### src/hdl/pqqs_pkg.sv
// Shared types, widths and codes for the priority queue quantum server.
package pqqs_pkg;

  // Default number of queue entries.
  localparam int unsigned DEPTH_DEFAULT = 16;

  // Field widths.
  localparam int unsigned WORK_W   = 8;
  localparam int unsigned URG_W    = 4;
  localparam int unsigned LETTER_W = 5;
  localparam int unsigned NUMBER_W = 14;
  localparam int unsigned STATUS_W = 3;
  localparam int unsigned COUNT_W  = 5;

  // Quantum after reset, ticket wrap points.
  localparam logic [WORK_W-1:0]   QUANTUM_RESET = WORK_W'(3);
  localparam logic [NUMBER_W-1:0] NUMBER_FIRST  = NUMBER_W'(1);
  localparam logic [NUMBER_W-1:0] NUMBER_LAST   = NUMBER_W'(9999);
  localparam logic [LETTER_W-1:0] LETTER_FIRST  = LETTER_W'(0);
  localparam logic [LETTER_W-1:0] LETTER_LAST   = LETTER_W'(25);

  // Request kinds.
  localparam logic KIND_ENQUEUE = 1'b0;
  localparam logic KIND_SERVE   = 1'b1;

  // Result status codes.
  localparam logic [STATUS_W-1:0] ST_ADDED    = STATUS_W'(0);
  localparam logic [STATUS_W-1:0] ST_FULL     = STATUS_W'(1);
  localparam logic [STATUS_W-1:0] ST_EMPTY    = STATUS_W'(2);
  localparam logic [STATUS_W-1:0] ST_DONE     = STATUS_W'(3);
  localparam logic [STATUS_W-1:0] ST_REQUEUED = STATUS_W'(4);

  // One stored queue entry.
  typedef struct packed {
    logic [WORK_W-1:0]   work;
    logic [URG_W-1:0]    urg;
    logic [LETTER_W-1:0] letter;
    logic [NUMBER_W-1:0] number;
  } entry_t;

  // One result.
  typedef struct packed {
    logic [STATUS_W-1:0] status;
    logic [URG_W-1:0]    urg;
    logic [LETTER_W-1:0] letter;
    logic [NUMBER_W-1:0] number;
    logic [WORK_W-1:0]   work;
    logic [COUNT_W-1:0]  count;
  } result_t;

  // Shared compare / subtract unit outputs.
  typedef struct packed {
    logic              gt;
    logic [WORK_W-1:0] diff;
  } alu_res_t;

endpackage

### src/hdl/pqqs_store.sv
// Entry memory: one write port, one read port with registered read data.
module pqqs_store #(
  parameter int unsigned QUEUE_DEPTH = pqqs_pkg::DEPTH_DEFAULT,
  parameter int unsigned AW          = $clog2(QUEUE_DEPTH)
) (
  input  logic              clk,
  input  logic              wr_en,
  input  logic [AW-1:0]     wr_addr,
  input  pqqs_pkg::entry_t  wr_data,
  input  logic              rd_en,
  input  logic [AW-1:0]     rd_addr,
  output pqqs_pkg::entry_t  rd_data
);

  pqqs_pkg::entry_t mem [QUEUE_DEPTH];

  // write port
  always_ff @(posedge clk) begin
    if (wr_en) begin
      mem[wr_addr] <= wr_data;
    end
  end

  // registered read port
  always_ff @(posedge clk) begin
    if (rd_en) begin
      rd_data <= mem[rd_addr];
    end
  end

endmodule

### src/hdl/pqqs_alu.sv
// Shared compare and subtract unit used by the scan and serve steps.
module pqqs_alu (
  input  logic [pqqs_pkg::WORK_W-1:0] a,
  input  logic [pqqs_pkg::WORK_W-1:0] b,
  output pqqs_pkg::alu_res_t          res
);

  // a > b, and a - b for the requeue work
  always_comb begin
    res.gt   = (a > b);
    res.diff = a - b;
  end

endmodule

### src/hdl/pqqs_seq.sv
// Sequencer: request capture, insert scan and shift, serve, result register.
module pqqs_seq #(
  parameter int unsigned QUEUE_DEPTH = pqqs_pkg::DEPTH_DEFAULT,
  parameter int unsigned AW          = $clog2(QUEUE_DEPTH),
  parameter int unsigned CW          = $clog2(QUEUE_DEPTH + 1)
) (
  input  logic                                clk,
  input  logic                                rst,
  // configuration
  input  logic                                cfg_write,
  input  logic [pqqs_pkg::WORK_W-1:0]         cfg_data,
  // request channel
  input  logic                                in_valid,
  output logic                                in_stall,
  input  logic                                kind,
  input  logic [pqqs_pkg::WORK_W-1:0]         work_units,
  input  logic [pqqs_pkg::URG_W-1:0]          urgency,
  // result channel
  output logic                                out_valid,
  input  logic                                out_stall,
  output pqqs_pkg::result_t                   out_res,
  // memory
  output logic                                mem_wr_en,
  output logic                                mem_rd_en,
  output logic [AW-1:0]                       mem_addr,
  output pqqs_pkg::entry_t                    mem_wr_data,
  input  pqqs_pkg::entry_t                    mem_rd_data,
  // shared unit
  output logic [pqqs_pkg::WORK_W-1:0]         alu_a,
  output logic [pqqs_pkg::WORK_W-1:0]         alu_b,
  input  pqqs_pkg::alu_res_t                  alu_res
);

  localparam int unsigned SW = CW + 1;
  localparam logic [SW-1:0] DEPTH_S   = SW'(QUEUE_DEPTH);
  localparam logic [CW-1:0] DEPTH_C   = CW'(QUEUE_DEPTH);
  localparam logic [AW-1:0] LAST_SLOT = AW'(QUEUE_DEPTH - 1);

  typedef enum logic [8:0] {
    S_IDLE      = 9'b000000001,
    S_SCAN_RD   = 9'b000000010,
    S_SCAN_CHK  = 9'b000000100,
    S_SHIFT_RD  = 9'b000001000,
    S_SHIFT_WR  = 9'b000010000,
    S_WRITE     = 9'b000100000,
    S_SERVE_RD  = 9'b001000000,
    S_SERVE_CHK = 9'b010000000,
    S_DONE      = 9'b100000000
  } state_t;

  state_t                          state;
  logic [AW-1:0]                   head;
  logic [CW-1:0]                   occ;
  logic [CW-1:0]                   idx;
  logic [CW-1:0]                   pos;
  logic [pqqs_pkg::WORK_W-1:0]     quantum;
  logic [pqqs_pkg::WORK_W-1:0]     req_work;
  logic [pqqs_pkg::URG_W-1:0]      req_urg;
  logic [pqqs_pkg::LETTER_W-1:0]   tk_letter;
  logic [pqqs_pkg::NUMBER_W-1:0]   tk_number;
  logic [pqqs_pkg::LETTER_W-1:0]   next_letter;
  logic [pqqs_pkg::NUMBER_W-1:0]   next_number;
  pqqs_pkg::result_t               res;

  logic [CW-1:0]                   addr_idx;
  logic [SW-1:0]                   addr_sum;
  logic [AW-1:0]                   head_inc;
  logic [CW-1:0]                   idx_inc;
  logic [CW-1:0]                   idx_dec;
  logic                            in_take;

  assign in_stall = (state != S_IDLE);
  assign in_take  = in_valid && (state == S_IDLE);
  assign idx_inc  = idx + CW'(1);
  assign idx_dec  = idx - CW'(1);
  assign head_inc = (head == LAST_SLOT) ? '0 : head + AW'(1);

  // logical queue position for this cycle's memory access
  always_comb begin
    case (state)
      S_SCAN_RD:   addr_idx = idx;
      S_SHIFT_RD:  addr_idx = idx_dec;
      S_SHIFT_WR:  addr_idx = idx;
      S_WRITE:     addr_idx = pos;
      S_SERVE_RD:  addr_idx = '0;
      S_SERVE_CHK: addr_idx = occ;
      default:     addr_idx = '0;
    endcase
  end

  // ring position: head + index, folded once
  always_comb begin
    addr_sum = SW'(head) + SW'(addr_idx);
    if (addr_sum >= DEPTH_S) begin
      addr_sum = addr_sum - DEPTH_S;
    end
  end
  assign mem_addr = addr_sum[AW-1:0];

  // memory strobes and write data
  always_comb begin
    mem_rd_en   = (state == S_SCAN_RD) || (state == S_SHIFT_RD) || (state == S_SERVE_RD);
    mem_wr_en   = 1'b0;
    mem_wr_data = mem_rd_data;
    case (state)
      S_SHIFT_WR: begin
        mem_wr_en = 1'b1;
      end
      S_WRITE: begin
        mem_wr_en          = 1'b1;
        mem_wr_data.work   = req_work;
        mem_wr_data.urg    = req_urg;
        mem_wr_data.letter = tk_letter;
        mem_wr_data.number = tk_number;
      end
      S_SERVE_CHK: begin
        mem_wr_en        = alu_res.gt;
        mem_wr_data.work = alu_res.diff;
      end
      default: begin
        mem_wr_en = 1'b0;
      end
    endcase
  end

  // shared unit operands: urgency compare in the scan, work vs quantum on serve
  always_comb begin
    if (state == S_SERVE_CHK) begin
      alu_a = mem_rd_data.work;
      alu_b = quantum;
    end else begin
      alu_a = pqqs_pkg::WORK_W'(mem_rd_data.urg);
      alu_b = pqqs_pkg::WORK_W'(req_urg);
    end
  end

  // configuration register
  always_ff @(posedge clk) begin
    if (rst) begin
      quantum <= pqqs_pkg::QUANTUM_RESET;
    end else if (cfg_write) begin
      quantum <= cfg_data;
    end
  end

  // main sequencer
  always_ff @(posedge clk) begin
    if (rst) begin
      state       <= S_IDLE;
      head        <= '0;
      occ         <= '0;
      next_letter <= pqqs_pkg::LETTER_FIRST;
      next_number <= pqqs_pkg::NUMBER_FIRST;
    end else begin
      case (state)
        S_IDLE: begin
          if (in_take) begin
            req_work <= work_units;
            req_urg  <= urgency;
            idx      <= '0;
            pos      <= '0;
            if (kind == pqqs_pkg::KIND_ENQUEUE) begin
              if (occ == DEPTH_C) begin
                res.status <= pqqs_pkg::ST_FULL;
                res.urg    <= urgency;
                res.letter <= '0;
                res.number <= '0;
                res.work   <= '0;
                res.count  <= pqqs_pkg::COUNT_W'(occ);
                state      <= S_DONE;
              end else begin
                // take the ticket and advance the counters
                tk_letter <= next_letter;
                tk_number <= next_number;
                if (next_number == pqqs_pkg::NUMBER_LAST) begin
                  next_number <= pqqs_pkg::NUMBER_FIRST;
                  next_letter <= (next_letter == pqqs_pkg::LETTER_LAST) ?
                                 pqqs_pkg::LETTER_FIRST : next_letter + pqqs_pkg::LETTER_W'(1);
                end else begin
                  next_number <= next_number + pqqs_pkg::NUMBER_W'(1);
                end
                state <= (occ == '0) ? S_WRITE : S_SCAN_RD;
              end
            end else begin
              if (occ == '0) begin
                res.status <= pqqs_pkg::ST_EMPTY;
                res.urg    <= '0;
                res.letter <= '0;
                res.number <= '0;
                res.work   <= '0;
                res.count  <= '0;
                state      <= S_DONE;
              end else begin
                state <= S_SERVE_RD;
              end
            end
          end
        end

        S_SCAN_RD: begin
          state <= S_SCAN_CHK;
        end

        // stop at the first entry with a greater urgency value
        S_SCAN_CHK: begin
          if (alu_res.gt) begin
            pos   <= idx;
            idx   <= occ;
            state <= S_SHIFT_RD;
          end else if (idx_inc == occ) begin
            pos   <= occ;
            state <= S_WRITE;
          end else begin
            idx   <= idx_inc;
            state <= S_SCAN_RD;
          end
        end

        S_SHIFT_RD: begin
          state <= S_SHIFT_WR;
        end

        // move entry idx-1 up to idx, walking from the tail down
        S_SHIFT_WR: begin
          idx <= idx_dec;
          if (idx_dec == pos) begin
            state <= S_WRITE;
          end else begin
            state <= S_SHIFT_RD;
          end
        end

        S_WRITE: begin
          occ        <= occ + CW'(1);
          res.status <= pqqs_pkg::ST_ADDED;
          res.urg    <= req_urg;
          res.letter <= tk_letter;
          res.number <= tk_number;
          res.work   <= req_work;
          res.count  <= pqqs_pkg::COUNT_W'(occ + CW'(1));
          state      <= S_DONE;
        end

        S_SERVE_RD: begin
          state <= S_SERVE_CHK;
        end

        // head leaves; requeued copy lands at the new tail
        S_SERVE_CHK: begin
          head       <= head_inc;
          res.urg    <= mem_rd_data.urg;
          res.letter <= mem_rd_data.letter;
          res.number <= mem_rd_data.number;
          if (alu_res.gt) begin
            res.status <= pqqs_pkg::ST_REQUEUED;
            res.work   <= alu_res.diff;
            res.count  <= pqqs_pkg::COUNT_W'(occ);
          end else begin
            occ        <= occ - CW'(1);
            res.status <= pqqs_pkg::ST_DONE;
            res.work   <= '0;
            res.count  <= pqqs_pkg::COUNT_W'(occ - CW'(1));
          end
          state <= S_DONE;
        end

        S_DONE: begin
          if (!out_valid || !out_stall) begin
            state <= S_IDLE;
          end
        end

        default: begin
          state <= S_IDLE;
        end
      endcase
    end
  end

  // result register
  always_ff @(posedge clk) begin
    if (rst) begin
      out_valid <= 1'b0;
    end else if ((state == S_DONE) && (!out_valid || !out_stall)) begin
      out_valid <= 1'b1;
      out_res   <= res;
    end else if (out_valid && !out_stall) begin
      out_valid <= 1'b0;
    end
  end

endmodule

### src/hdl/priority_queue_quantum_server_core.sv
// Top level of the priority queue quantum server.
//
// Request channel (in_valid / in_stall): kind 0 enqueues a request with
// work_units and urgency; kind 1 serves the head request. A request is
// taken when in_valid is high and in_stall is low. One request is worked
// at a time; in_stall stays high from acceptance until its result has
// moved into the output register.
// Result channel (out_valid / out_stall): one result per request, held
// stable while out_stall is high. The next request may be accepted while
// a result still waits in the output register.
// Steps: full or empty cases go straight to the result; serve reads the
// head and checks its work; enqueue reads and checks entries, moves the
// later ones up with a read and a write each, then writes the new entry;
// scanned plus shifted entries are at most QUEUE_DEPTH. in_stall drops at
// the edge out_valid rises; the next request can be taken in the cycle
// after. A stalled receiver holds the finished result and keeps in_stall
// up. Memory ports share one address (at most one read or write a cycle).
// Service quantum is written through cfg_write / cfg_data; the user must write it only while idle (not enforced).
// Reset (rst, synchronous) empties the queue, restarts tickets at A1 and
// sets the quantum to 3; entry memory needs no clearing.
module priority_queue_quantum_server_core #(
  parameter int unsigned QUEUE_DEPTH = pqqs_pkg::DEPTH_DEFAULT
) (
  input  logic                               clk,
  input  logic                               rst,
  input  logic                               cfg_write,
  input  logic [pqqs_pkg::WORK_W-1:0]        cfg_data,
  input  logic                               in_valid,
  output logic                               in_stall,
  input  logic                               kind,
  input  logic [pqqs_pkg::WORK_W-1:0]        work_units,
  input  logic [pqqs_pkg::URG_W-1:0]         urgency,
  output logic                               out_valid,
  input  logic                               out_stall,
  output logic [pqqs_pkg::STATUS_W-1:0]      status,
  output logic [pqqs_pkg::URG_W-1:0]         ticket_urgency,
  output logic [pqqs_pkg::LETTER_W-1:0]      ticket_letter,
  output logic [pqqs_pkg::NUMBER_W-1:0]      ticket_number,
  output logic [pqqs_pkg::WORK_W-1:0]        remaining_work,
  output logic [pqqs_pkg::COUNT_W-1:0]       entry_count
);

  localparam int unsigned AW = $clog2(QUEUE_DEPTH);
  localparam int unsigned CW = $clog2(QUEUE_DEPTH + 1);

  logic                         mem_wr_en;
  logic                         mem_rd_en;
  logic [AW-1:0]                mem_addr;
  pqqs_pkg::entry_t             mem_wr_data;
  pqqs_pkg::entry_t             mem_rd_data;
  logic [pqqs_pkg::WORK_W-1:0]  alu_a;
  logic [pqqs_pkg::WORK_W-1:0]  alu_b;
  pqqs_pkg::alu_res_t           alu_res;
  pqqs_pkg::result_t            out_res;

  // sequencer
  pqqs_seq #(
    .QUEUE_DEPTH (QUEUE_DEPTH),
    .AW          (AW),
    .CW          (CW)
  ) u_seq (
    .clk         (clk),
    .rst         (rst),
    .cfg_write   (cfg_write),
    .cfg_data    (cfg_data),
    .in_valid    (in_valid),
    .in_stall    (in_stall),
    .kind        (kind),
    .work_units  (work_units),
    .urgency     (urgency),
    .out_valid   (out_valid),
    .out_stall   (out_stall),
    .out_res     (out_res),
    .mem_wr_en   (mem_wr_en),
    .mem_rd_en   (mem_rd_en),
    .mem_addr    (mem_addr),
    .mem_wr_data (mem_wr_data),
    .mem_rd_data (mem_rd_data),
    .alu_a       (alu_a),
    .alu_b       (alu_b),
    .alu_res     (alu_res)
  );

  // entry memory
  pqqs_store #(
    .QUEUE_DEPTH (QUEUE_DEPTH),
    .AW          (AW)
  ) u_store (
    .clk     (clk),
    .wr_en   (mem_wr_en),
    .wr_addr (mem_addr),
    .wr_data (mem_wr_data),
    .rd_en   (mem_rd_en),
    .rd_addr (mem_addr),
    .rd_data (mem_rd_data)
  );

  // shared compare / subtract
  pqqs_alu u_alu (
    .a   (alu_a),
    .b   (alu_b),
    .res (alu_res)
  );

  // result fields
  assign status         = out_res.status;
  assign ticket_urgency = out_res.urg;
  assign ticket_letter  = out_res.letter;
  assign ticket_number  = out_res.number;
  assign remaining_work = out_res.work;
  assign entry_count    = out_res.count;

endmodule

### config.mk
export PLATFORM = sky130hd
export DESIGN_NAME = priority_queue_quantum_server_core
export DESIGN_NICKNAME = d
export VERILOG_FILES = /design/src/hdl/pqqs_pkg.sv /design/src/hdl/pqqs_store.sv /design/src/hdl/pqqs_alu.sv /design/src/hdl/pqqs_seq.sv /design/src/hdl/priority_queue_quantum_server_core.sv
export SDC_FILE = /design/constraint.sdc
export NUM_CORES = 1
export LEC_CHECK = 0
export BUFFER_PORTS_ARGS = -buffer_cell sky130_fd_sc_hd__buf_4
export CAP_MARGIN = 0
export CORE_AREA = 2 2 210 212
export CTS_BUF_LIST = sky130_fd_sc_hd__clkbuf_4
export DETAILED_ROUTE_END_ITERATION = 8
export DIE_AREA = 0 0 212 214
export PLACE_DENSITY = 0.92
export SYNTH_ARGS = -nofsm -noshare
export SYNTH_HDL_FRONTEND = slang
export SYNTH_HIERARCHICAL = 1
export SYNTH_SLANG_ARGS = --single-unit
### constraint.sdc
create_clock -name clk -period 8.5 [get_ports clk]
set_input_delay 0 -clock clk [delete_from_list [all_inputs] [get_ports clk]]
set_output_delay 0 -clock clk [all_outputs]
set_load 0.01 [all_outputs]
# Word-level counts from Yosys, hierarchy flattened

Memories as Yosys holds them, arrays and structs flattened. A register that Yosys moved wholly into a read port is not among the register bits.
Cells that the tools add are included.

Memories: 1
Word-level logic and storage cells: 131
Output and inout port bits: 41
RAM bits: 496
Flip-flop bits (word level): 165
Input bits: 26

Equal/unequal tests: 23
Reductions and logical operators: 27
Bitwise gates (word level): 3
Magnitude comparators: 2
Mux-type cells: 40
Add/subtract/negate cells: 10

Memory list:

| memory      | depth | bits a word | rd ports | clocked after memory_dff | wr ports | line             | RTL |
|---|---|---|---|---|---|---|---|
| u_store.mem | 16    | 31          | 1        | 1                        | 1        | pqqs_store.sv:15 | `pqqs_pkg::entry_t mem [QUEUE_DEPTH];` |

Operators by type and width:

| operator                | count |
|---|---|
| $mux W39                | 4 |
| $pmux W39 S3            | 1 |
| $pmux W9 S8             | 1 |
| $mux W9                 | 6 |
| $mux W5                 | 7 |
| $mux W23                | 1 |
| $pmux W5 S2             | 2 |
| $pmux W5 S4             | 1 |
| $mux W6                 | 3 |
| $mux W8                 | 2 |
| $pmux W8 S2             | 1 |
| $add A5 B1 Y5 const B   | 3 |
| $pmux W5 S3             | 1 |
| $reduce_and A5 Y1       | 3 |
| $add A14 B1 Y14 const B | 1 |
| $eq A14 B14 Y1 const B  | 1 |
| $mux W14                | 1 |
| $mux W13                | 1 |
| $reduce_and A4 Y1       | 3 |
| $eq A5 B5 Y1            | 2 |
| $eq A5 B5 Y1 const B    | 2 |
| $sub A5 B1 Y5 const B   | 2 |
| $eq A9 B1 Y1 const B    | 1 |
| $eq A9 B2 Y1 const B    | 1 |
| other kinds (33)        | 54 |

# Longest topological paths before layout

Gate-level depths: netlist (run 1).

Depth after elaboration: 6
Depth in mapped cells: 21

# Hierarchy

The synthesis (run 1) kept the hierarchy.

By module, submodules not included:

| module     | instances | area each (um^2) | seq. area each (um^2) | cells each |
|---|---|---|---|---|
| pqqs_store | 1         | 19558.8          | 15825.2               | 812 |
| pqqs_seq   | 1         | 7743.7           | 4494.3                | 717 |
| pqqs_alu   | 1         | 415.4            | 0.0                   | 59 |

# Worst setup path after synthesis (run 1)

OpenSTA, ideal clock, no wires.

Kind: register to register
From: reg u_seq.state[2]
To: mem u_store/mem[0][0] (netlist bit), enable pin
Cell stages (with the launch flop): 21
Period minus slack after synthesis: 6.098 ns
Arrival: 5.640 ns
Path slack: 2.402 ns
Required time: 8.042 ns
Buffers on the path: 4
Path through: dfxtp_1 buf_2 or3_1 nor3_2 buf_2 buf_1 nand2_1 o21ai_0 inv_1 ha_1 inv_1 fa_1 nand3_1 a21oi_1 nor3_1 nor2_1 clkbuf_1 nand2_1 nand3_1 or3b_1 nor3_1

RTL lines:

| what                     | line             | RTL |
|---|---|---|
| start: declaration       | pqqs_seq.sv:51   | `state_t state;` |
| start signal: assignment | pqqs_seq.sv:182  | `state <= (occ == '0) ? S_WRITE : S_SCAN_RD;` |
| end: declaration         | pqqs_store.sv:15 |  |

# Final worst setup path (run 1)

From: reg u_seq.state[2]
To: mem u_store/mem[8][14] (netlist bit), enable pin

Word-level cells in the longest chain between the ends: 6
Elaborated cells between the ends (all ways): 18
Those cells by class: add/sub: 2; order compare: 2; eq/ne: 5; mux: 7; reduce/logical: 2

Ends and longest elaborated chain:

| what                                                 | line                                     | RTL |
|---|---|---|
| $eq A9 B5 Y1 / $eq A9 B2 Y1 (equally long branches)  | pqqs_seq.sv:80                           | `case (state)` |
| $reduce_or A2 Y1 (no source line)                    | n/a                                      |  |
| $pmux W5 S4 (*)                                      | pqqs_seq.sv:80                           |  |
| $add A4 B5 Y6 (*)                                    | pqqs_seq.sv:93                           | `addr_sum = SW'(head) + SW'(addr_idx);` |
| $ge A6 B5 Y1 / $sub A4 B1 Y4 (equally long branches) | pqqs_seq.sv:94, pqqs_seq.sv:95           |  |
| $mux W4 (*)                                          | pqqs_seq.sv:94                           | `if (addr_sum >= DEPTH_S) begin` |
| via mem_addr[3]                                      | priority_queue_quantum_server_core.sv:48 | `logic [AW-1:0] mem_addr;` |

The timed path passes the listed nets; every way through them passes the cells marked *.

==> metrics.log, run 1 <==
INFO  metric met2_routing_resource_usage_after_global_routing = 46.37%
INFO  metric latest_clock_arrival_within_the_worst_skew_pair = 1.02 ns
INFO  metric min_period = 6.162 ns
INFO  metric placement_rows = 76
INFO  metric syn-instance-count = 1588
INFO  metric cts_tree = yes
INFO  metric met3_use_gr = 7.741%
INFO  metric starting_utilization_of_the_core_area = 64.63%
INFO  metric pin_count_of_the_biggest_net_entering_global_routing = 73
INFO  metric detail_route.first_pass.iterations = 6
INFO  metric wl_per_cell = 25.81 um
INFO  metric finalWorstSetupSlack = 2.338 ns
INFO  metric synthesis.area_per_instance = 17.45 um^2
INFO  metric vias_per_cell = 6.485
INFO  metric min_path_type = in2reg
INFO  metric p_comb_share = 5.4%
INFO  metric p_clk_share = 39.2%
INFO  metric fin_skew = 0.05302 ns
INFO  metric grt_busiest_layer = met2
INFO  metric fillerInstances = 2389
INFO  metric postSynthRegisterBits = 692
INFO  metric reg2reg_from = u_seq/state[2]
INFO  metric path_clk_slew = 0.06 ns
INFO  metric final_max_slew_viol_count = 0
INFO  metric power.ir.vdd_worst = 0.0001415 V
INFO  metric mappedNetlistNets = 1635
INFO  metric cts_hold_repair.buffers = 68
INFO  metric rsz0062_at_grt = false
INFO  metric chipWidth = 212 um
INFO  metric post_cts_resized = 0
INFO  metric p_leak = 10.60 nW
INFO  metric flip_flop_cell_with_the_highest_count_after_synthesis = sky130_fd_sc_hd__edfxtp_1
INFO  metric nets_finish = 1871
INFO  metric all_layer_gr_usage = 29.87%
INFO  metric grt_pass1_vias = 16570
INFO  metric timing.setup.critical_path_class = reg2reg
INFO  metric share_seq_of_total_power = 55.4%
INFO  metric maxSlewHeadroom = 5.938%
INFO  metric mostFrequentLayoutCell = sky130_fd_sc_hd__edfxtp_1
INFO  metric timing.setup.tns = 0 ns
INFO  metric regToRegSetupSlack = 2.34 ns
INFO  metric critical_path.max_fanout = 29
INFO  metric instances_no_fill = 2551
INFO  metric finalSetupViolCount = 0
INFO  metric clock-root-buffer = sky130_fd_sc_hd__clkbuf_4
INFO  metric cellInternalPower = 0.005303 W
INFO  metric clock.fmax = 162.3 MHz
INFO  metric postCtsSetupRepairBufs = 0
INFO  metric worstRegToRegCells = 12
INFO  metric yosysSeqAreaShare = 73.31%
INFO  metric dpl.cell_count = 2174
INFO  metric post_synthesis_async_set_or_reset_flop_share = 0%
INFO  metric numPortBuffers = 66
INFO  metric worstSetupEndpoint = u_store/mem[8][14]
INFO  metric die_area = 45370 um^2
INFO  metric clock_sink_count = 692
INFO  metric core_area = 42890 um^2
INFO  metric ant_nets = 0
INFO  metric timing_worst_slew_pin_value = 1.408 ns
INFO  metric worstPathArrival = 6.81 ns
INFO  metric synth.yosys.warnings = 6
INFO  metric crit-reg2reg-capture = u_store/mem[8][14]
INFO  metric final_cell_mix = sky130_fd_sc_hd__edfxtp_1, sky130_fd_sc_hd__clkbuf_4, sky130_fd_sc_hd__nand2_1
INFO  metric final_worst_hold_slack = 0.07826 ns
INFO  metric max-clock-path-buffers = 3
INFO  metric netSwitchingFraction = 22.67%
INFO  metric sum_of_net_half_perimeters_after_detailed_placement = 36.80 mm
INFO  metric power-per-cell-area = 216.3 nW/um^2
INFO  metric cp-start-kind = register
INFO  metric vias = 16540
INFO  metric synth.cell_area = 27720 um^2
INFO  metric final_cycle_utilization_of_the_critical_path = 72.49%
INFO  metric max_cap_viol_count = 0
INFO  metric worst_ep_required = 9.15 ns
INFO  metric net-switching-power = 0.001554 W
INFO  metric htree_num_levels = 4
INFO  metric grt_overflow_total = 0
INFO  metric hold_viol = 0
INFO  metric drc_errors = 0
INFO  metric end_kind = register
INFO  metric drt-initial-drc-count = 2051
INFO  metric initial_antenna_violation_count = 2
INFO  metric cts_inserted_buffers = 165
INFO  metric routed_wirelength = 65.83 mm
INFO  metric layout.core_utilization = 73.91%
INFO  metric layout-area-overhead-vs-synth = 14.35%
INFO  metric dieHeight = 214 um
INFO  metric drive_above_1_share = 26.57%
INFO  metric distinct_cell_type_count_of_the_synthesized_netlist = 72
INFO  metric place_worst_setup_slack = 2.477 ns
INFO  metric grt_pass1_wl = 98.56 mm
INFO  metric gp_congestion = 0.8638
INFO  metric count_of_flip_flops_with_a_built_in_enable_after_synthesis = 646
INFO  metric grt_util_met1 = 40.95%
INFO  metric timing.critical_path.from = u_seq/state[2]
INFO  metric outcome = complete, no violations
INFO  metric boundaryPins = 67
-- layer usage --
metal	share of wire (%)	up-vias
met5	0	-
met4	3.2	0
met3	11	167
met2	49	1190
li1	-	6902
met1	37	8283
-- power groups by stage --
stage | combinational [W] | sequential (W) | clock, W
CTS | 0.000362 | 0.00379 | 0.00273
finish | 0.000370 | 0.00380 | 0.00269
global placement | 0.000319 | 0.00387 | 0
floorplan | 0.000235 | 0.00385 | 0
detailed placement | 0.000331 | 0.00387 | 0
global route | 0.000395 | 0.00380 | 0.00292
-- through the flow --
| step | total power, W | instance area (um^2) |
|---|---|---|
| after detailed placement | 0.004199 | 28870 |
| after global routing | 0.007117 | 31690 |
| after global placement | 0.004185 | 28870 |
| after floorplan | 0.004086 | 27720 |
| final | 0.006857 | 31700 |
| after CTS | 0.006890 | 31670 |
-- critical path, stage by stage (launching register included) --
cell	delay, ns
sky130_fd_sc_hd__dfxtp_1	0.44
sky130_fd_sc_hd__or3_1	0.55
sky130_fd_sc_hd__nor3_4	0.90
sky130_fd_sc_hd__buf_4	0.49
sky130_fd_sc_hd__a22oi_1	0.14
sky130_fd_sc_hd__nand2_1	0.12
sky130_fd_sc_hd__ha_1	0.26
sky130_fd_sc_hd__a21oi_1	0.20
sky130_fd_sc_hd__xnor2_1	0.11
sky130_fd_sc_hd__xnor2_1	0.61
sky130_fd_sc_hd__nand3b_1	0.50
sky130_fd_sc_hd__nor3_2	0.97
sky130_fd_sc_hd__buf_4	0.51
-- layout make-up --
| type | instances | area, um^2 | share of cell area [%] |
|---|---|---|---|
| Clock buffer | 248 | 1862 | 5.874 |
| Sequential cell | 692 | 20320 | 64.11 |
| Timing Repair Buffer | 159 | 1364 | 4.303 |
| Clock inverter | 52 | 261.5 | 0.8250 |
| Multi-Input combinational cell | 775 | 7019 | 22.15 |
| Inverter | 31 | 116.4 | 0.3671 |
| Antenna cell | 9 | 22.52 | 0.07105 |
| Tap cell | 585 | 732.0 | 2.309 |
-- sequential cells by signal (all words and copies together) (netlist names) --
register	count
u_seq/pos	5
u_seq/out_valid	1
u_seq/occ	5
u_seq/req_urg	4
u_seq/idx	5
u_seq/state	9
u_seq/tk_letter	5
u_store/mem	496
u_seq/tk_number	14
u_seq/next_letter	5
u_seq/head	4
u_seq/req_work	8
u_seq/next_number	14
u_seq/res	39
u_seq/quantum	8
u_store/rd_data	31
u_seq/out_res	39
-- how the worst min path moves through the flow --
stage / startpoint / end / slack [ns] / cells after the start
floorplan: urgency[0] / u_seq/req_urg[0] / 0.1 / 0
global placement: work_units[0] / u_seq/req_work[0] / 0.19 / 1
detailed placement: work_units[7] / u_seq/req_work[7] / 0.18 / 1
CTS: kind / u_seq/res[36] / 0.004 / 4
global route: kind / u_seq/res[36] / 0.03 / 4
finish: kind / u_seq/res[36] / 0.08 / 4
-- logic make-up after synthesis --
logic type | count (synthesis) | share of synthesized area, %
compound gates | 199 | 5.236
fa+ha+maj | 21 | 1.002
xor+xnor | 47 | 1.535
flops | 692 | 73.31
mux | 139 | 10.62
simple gates | 369 | 6.288
buf+inv | 121 | 2.013
-- synth_stat cells, types with 3 or more instances --
cell / instances / area share, %
sky130_fd_sc_hd__mux4_2: 124 / 10
sky130_fd_sc_hd__a21o_1: 3 / 0.081
sky130_fd_sc_hd__o211ai_1: 8 / 0.22
sky130_fd_sc_hd__nand3_1: 18 / 0.33
sky130_fd_sc_hd__mux2i_1: 15 / 0.54
sky130_fd_sc_hd__inv_1: 30 / 0.41
sky130_fd_sc_hd__o21ai_0: 22 / 0.40
sky130_fd_sc_hd__xor2_1: 15 / 0.47
sky130_fd_sc_hd__nand2b_1: 8 / 0.18
sky130_fd_sc_hd__buf_6: 8 / 0.33
sky130_fd_sc_hd__a41oi_1: 3 / 0.095
sky130_fd_sc_hd__buf_2: 32 / 0.58
sky130_fd_sc_hd__nand2_1: 163 / 2.2
sky130_fd_sc_hd__nor2_1: 78 / 1.1
sky130_fd_sc_hd__a31oi_1: 5 / 0.11
sky130_fd_sc_hd__ha_1: 19 / 0.86
sky130_fd_sc_hd__clkbuf_1: 45 / 0.61
sky130_fd_sc_hd__nand4_1: 11 / 0.25
sky130_fd_sc_hd__a211oi_1: 4 / 0.11
sky130_fd_sc_hd__o22ai_1: 8 / 0.18
sky130_fd_sc_hd__a211o_1: 4 / 0.13
sky130_fd_sc_hd__xnor2_1: 31 / 0.98
sky130_fd_sc_hd__a21oi_1: 19 / 0.34
sky130_fd_sc_hd__and4_1: 3 / 0.095
sky130_fd_sc_hd__nor2b_1: 11 / 0.25
sky130_fd_sc_hd__and2_1: 11 / 0.25
sky130_fd_sc_hd__nor3_1: 21 / 0.38
sky130_fd_sc_hd__edfxtp_1: 646 / 70
sky130_fd_sc_hd__a22oi_1: 72 / 2.0
sky130_fd_sc_hd__or3_1: 5 / 0.11
sky130_fd_sc_hd__and3_1: 3 / 0.068
sky130_fd_sc_hd__a221oi_1: 3 / 0.095
sky130_fd_sc_hd__a311oi_1: 3 / 0.095
sky130_fd_sc_hd__a22o_1: 25 / 0.79
sky130_fd_sc_hd__dfxtp_1: 46 / 3.3
sky130_fd_sc_hd__o31ai_1: 3 / 0.081
sky130_fd_sc_hd__buf_1: 4 / 0.054
sky130_fd_sc_hd__nor4_1: 16 / 0.36
Note: power is estimated with default switching activity, not from simulation.
==> run 2: changes to the inputs <==
--- a/config.mk
+++ b/config.mk
@@ -7,11 +7,11 @@
 export LEC_CHECK = 0
 export BUFFER_PORTS_ARGS = -buffer_cell sky130_fd_sc_hd__buf_4
 export CAP_MARGIN = 0
-export CORE_AREA = 2 2 210 212
+export CORE_AREA = 2 2 222 224
 export CTS_BUF_LIST = sky130_fd_sc_hd__clkbuf_4
 export DETAILED_ROUTE_END_ITERATION = 8
-export DIE_AREA = 0 0 212 214
-export PLACE_DENSITY = 0.92
+export DIE_AREA = 0 0 224 226
+export PLACE_DENSITY = 0.87
 export SYNTH_ARGS = -nofsm -noshare
 export SYNTH_HDL_FRONTEND = slang
 export SYNTH_HIERARCHICAL = 1
==> constraint.sdc (replaced) <==
create_clock -name clk -period 5.24 [get_ports clk]
set_input_delay 0 -clock clk [delete_from_list [all_inputs] [get_ports clk]]
set_output_delay 0 -clock clk [all_outputs]
set_load 0.01 [all_outputs]
==> run 2 against run 1 <==
Effect of this change: total power is 65% higher; via count is 0.93% higher; sequential share of layout area is 0.84 points lower; final area is 1.3% higher; wire length is 4.4% higher; global-route usage is 2.6 points lower; core utilization is 7.5 points lower; fmax is 23% higher; critical path type unchanged; largest power group unchanged.
==> metrics.log, run 2 (synthesis results as in run 1) <==
INFO  metric maxSlewHeadroom = 26.01% (+20 points)
INFO  metric mostFrequentLayoutCell = sky130_fd_sc_hd__edfxtp_1
INFO  metric latest_clock_arrival_within_the_worst_skew_pair = 0.91 ns (-0.11 ns)
INFO  metric final_max_slew_viol_count = 0 (unchanged)
INFO  metric wl_per_cell = 26.38 um (+2.2%)
INFO  metric largest_register = u_store/mem
INFO  metric cp-start-kind = register
INFO  metric clock.fmax = 199.2 MHz (+23%)
INFO  metric placed_cell_area = 29270 um^2 (+1.4%)
INFO  metric clock-root-buffer = sky130_fd_sc_hd__clkbuf_4
INFO  metric nets_finish = 1901 (+1.6%)
INFO  metric power-per-cell-area = 351.4 nW/um^2 (+62%)
INFO  metric timing.setup.critical_path_class = reg2reg
INFO  metric detail_route.first_pass.iterations = 8 (+2)
INFO  metric netSwitchingFraction = 22.64% (-0.023 points)
INFO  metric final_cycle_utilization_of_the_critical_path = 95.81% (+23 points)
INFO  metric net-switching-power = 0.002556 W (+64%)
INFO  metric cellInternalPower = 0.008730 W (+65%)
INFO  metric finalPower = 0.01129 W (+65%)
INFO  metric chipWidth = 224 um (+5.7%)
INFO  metric core_area = 48340 um^2 (+13%)
INFO  metric dieHeight = 226 um (+5.6%)
INFO  metric power.ir.vdd_worst = 0.0001830 V (+29%)
INFO  metric vias_per_cell = 6.407 (-1.2%)
INFO  metric worstPathArrival = 5.48 ns (-1.33 ns)
INFO  metric fin_skew = 0.08000 ns (+0.02698 ns)
INFO  metric final_worst_hold_slack = 0.08375 ns (+0.005496 ns)
INFO  metric starting_utilization_of_the_core_area = 57.34% (-7.3 points)
INFO  metric rsz0062_at_grt = false
INFO  metric hold_viol = 0 (unchanged)
INFO  metric finalWorstSetupSlack = 0.2196 ns (-2.119 ns)
INFO  metric grt_pass1_vias = 16740 (+1.0%)
INFO  metric sum_of_net_half_perimeters_after_detailed_placement = 39.30 mm (+6.8%)
INFO  metric htree_num_levels = 4 (unchanged)
INFO  metric place_worst_setup_slack = 0.2110 ns (-2.266 ns)
INFO  metric vias = 16700 (+0.93%)
INFO  metric gp_congestion = 0.8863 (+2.6%)
INFO  metric drive_above_1_share = 28.54% (+2.0 points)
INFO  metric p_clk_share = 40.0% (+0.8 points)
INFO  metric min_period = 5.020 ns (-1.141 ns)
INFO  metric clock_sink_count = 692 (unchanged)
INFO  metric p_comb_share = 5.5% (about the same)
INFO  metric grt_pass1_wl = 101.4 mm (+2.9%)
INFO  metric timing_worst_slew_pin_value = 1.107 ns (-0.3003 ns)
INFO  metric max_cap_viol_count = 0 (unchanged)
INFO  metric numPortBuffers = 66 (unchanged)
INFO  metric pin_count_of_the_biggest_net_entering_global_routing = 68 (-6.8%)
INFO  metric ant_nets = 0 (unchanged)
INFO  metric top_regs = u_store/mem (496), u_seq/out_res (39), u_seq/res (39)
INFO  metric slowest_stage = sky130_fd_sc_hd__nor2_4
INFO  metric drt-initial-drc-count = 2433 (+19%)
INFO  metric layout-area-overhead-vs-synth = 15.88%
INFO  metric post-route-cell-area = 32120 um^2 (+1.3%)
INFO  metric path_clk_slew = 0.06 ns (about the same)
INFO  metric die_area = 50620 um^2 (+12%)
INFO  metric drc_errors = 0 (unchanged)
INFO  metric p_leak = 10.77 nW (+1.6%)
INFO  metric critPathMaxStageDelay = 1.03 ns (+0.06 ns)
INFO  metric initial_antenna_violation_count = 1 (-1)
INFO  metric final_cell_mix = sky130_fd_sc_hd__edfxtp_1, sky130_fd_sc_hd__clkbuf_4, sky130_fd_sc_hd__nand2_1
INFO  metric finalSetupViolCount = 0 (unchanged)
INFO  metric max-clock-path-buffers = 3 (unchanged)
INFO  metric placement_rows = 81 (+6.6%)
INFO  metric worst_ep_required = 5.70 ns (-3.45 ns)
INFO  metric share_seq_of_total_power = 54.5% (-0.9 points)
INFO  metric critical_path.cell_chain = or4_4 -> nor3_4 -> buf_4 -> a221o_1 -> ha_4 -> fa_4 -> nand2b_1 -> nor2_4
INFO  metric outcome = complete, no violations
INFO  metric min_path_type = in2reg
INFO  metric grt_overflow_total = 0 (unchanged)
INFO  metric routed_wirelength = 68.75 mm (+4.4%)
INFO  metric largest_register_ffs = 496 (unchanged)
INFO  metric cts_inserted_buffers = 161 (-2.4%)
INFO  metric critical_path.max_fanout = 31 (+6.9%)
INFO  metric all_layer_gr_usage = 27.24% (-2.6 points)
INFO  metric boundaryPins = 67 (unchanged)
INFO  metric cts_tree = yes
INFO  metric end_kind = register
## run 2: changes by cell type in the layout (fill, tap and decap cells not counted), sizes merged
cell	change
clkbuf	+5
diode	-8
inv	-1
clkinvlp	+2
clkinv	-16
bufinv	+2
buf	+36
nor2	+3
dlygate4sd3	-5
## run 2: stage by stage
step           instances  utilization (%)  TNS (ns)
2_1_floorplan       1588                -    -1.297
3_3_place_gp        2246            60.54         0
3_5_place_dp        2246            60.54         0
4_1_cts             2601            66.35         0
5_1_grt             2606            66.44         0
6_report            2606            66.44         0
## run 2: worst max-delay path: cells and delay by family (launching register included)
| kind | cells | cell delay (ns) |
|---|---|---|
| compound gates | 1 | 0.18 |
| fa+ha+maj | 2 | 1.01 |
| flops | 1 | 0.43 |
| buf+inv | 1 | 0.22 |
| simple gates | 4 | 2.75 |
## run 2: metal layers
layer,track usage [%],vias to the layer above,share of wire (%)
met5,0,-,0
li1,-,6937,-
met4,12.52,0,4.2
met1,35.41,8227,36
met3,6.102,233,11
met2,44.34,1299,49
## run 2: timing repair
item,CTS,global route
setup endpoints to repair,0,116
hold endpoints to repair,165,0
buffers inserted,0,1
hold buffers,63,0
resized for setup,0,3
## run 2: final timing paths
path / depth (start not counted) / startpoint / to / slack [ns]
setup reg to reg: 8 / u_seq/state[1] / u_store/mem[13][23] / 0.22
setup / recovery: 8 / u_seq/state[1] / u_store/mem[13][23] / 0.22
hold / removal: 4 / kind / u_seq/state[6] / 0.08
hold reg to reg: 0 / u_seq/res[12] / u_seq/out_res[12] / 0.39
## run 2: final cells by class
type	instances	area, um^2
Antenna cell	1	2.502
Clock buffer	253	1899
Clock inverter	39	277.8
Fill cell	2929	16220
Inverter	31	116.4
Multi-Input combinational cell	778	7078
Sequential cell	692	20320
Tap cell	622	778.2
Timing Repair Buffer	190	1647
## run 2: power by group through the flow
stage               Clock (W)  Combinational, W  Sequential (W)
global route          0.00482          0.000657         0.00616
floorplan                   0          0.000382         0.00625
finish                0.00451          0.000618         0.00616
detailed placement          0          0.000553         0.00627
CTS                   0.00456          0.000601         0.00615
global placement            0          0.000538         0.00627
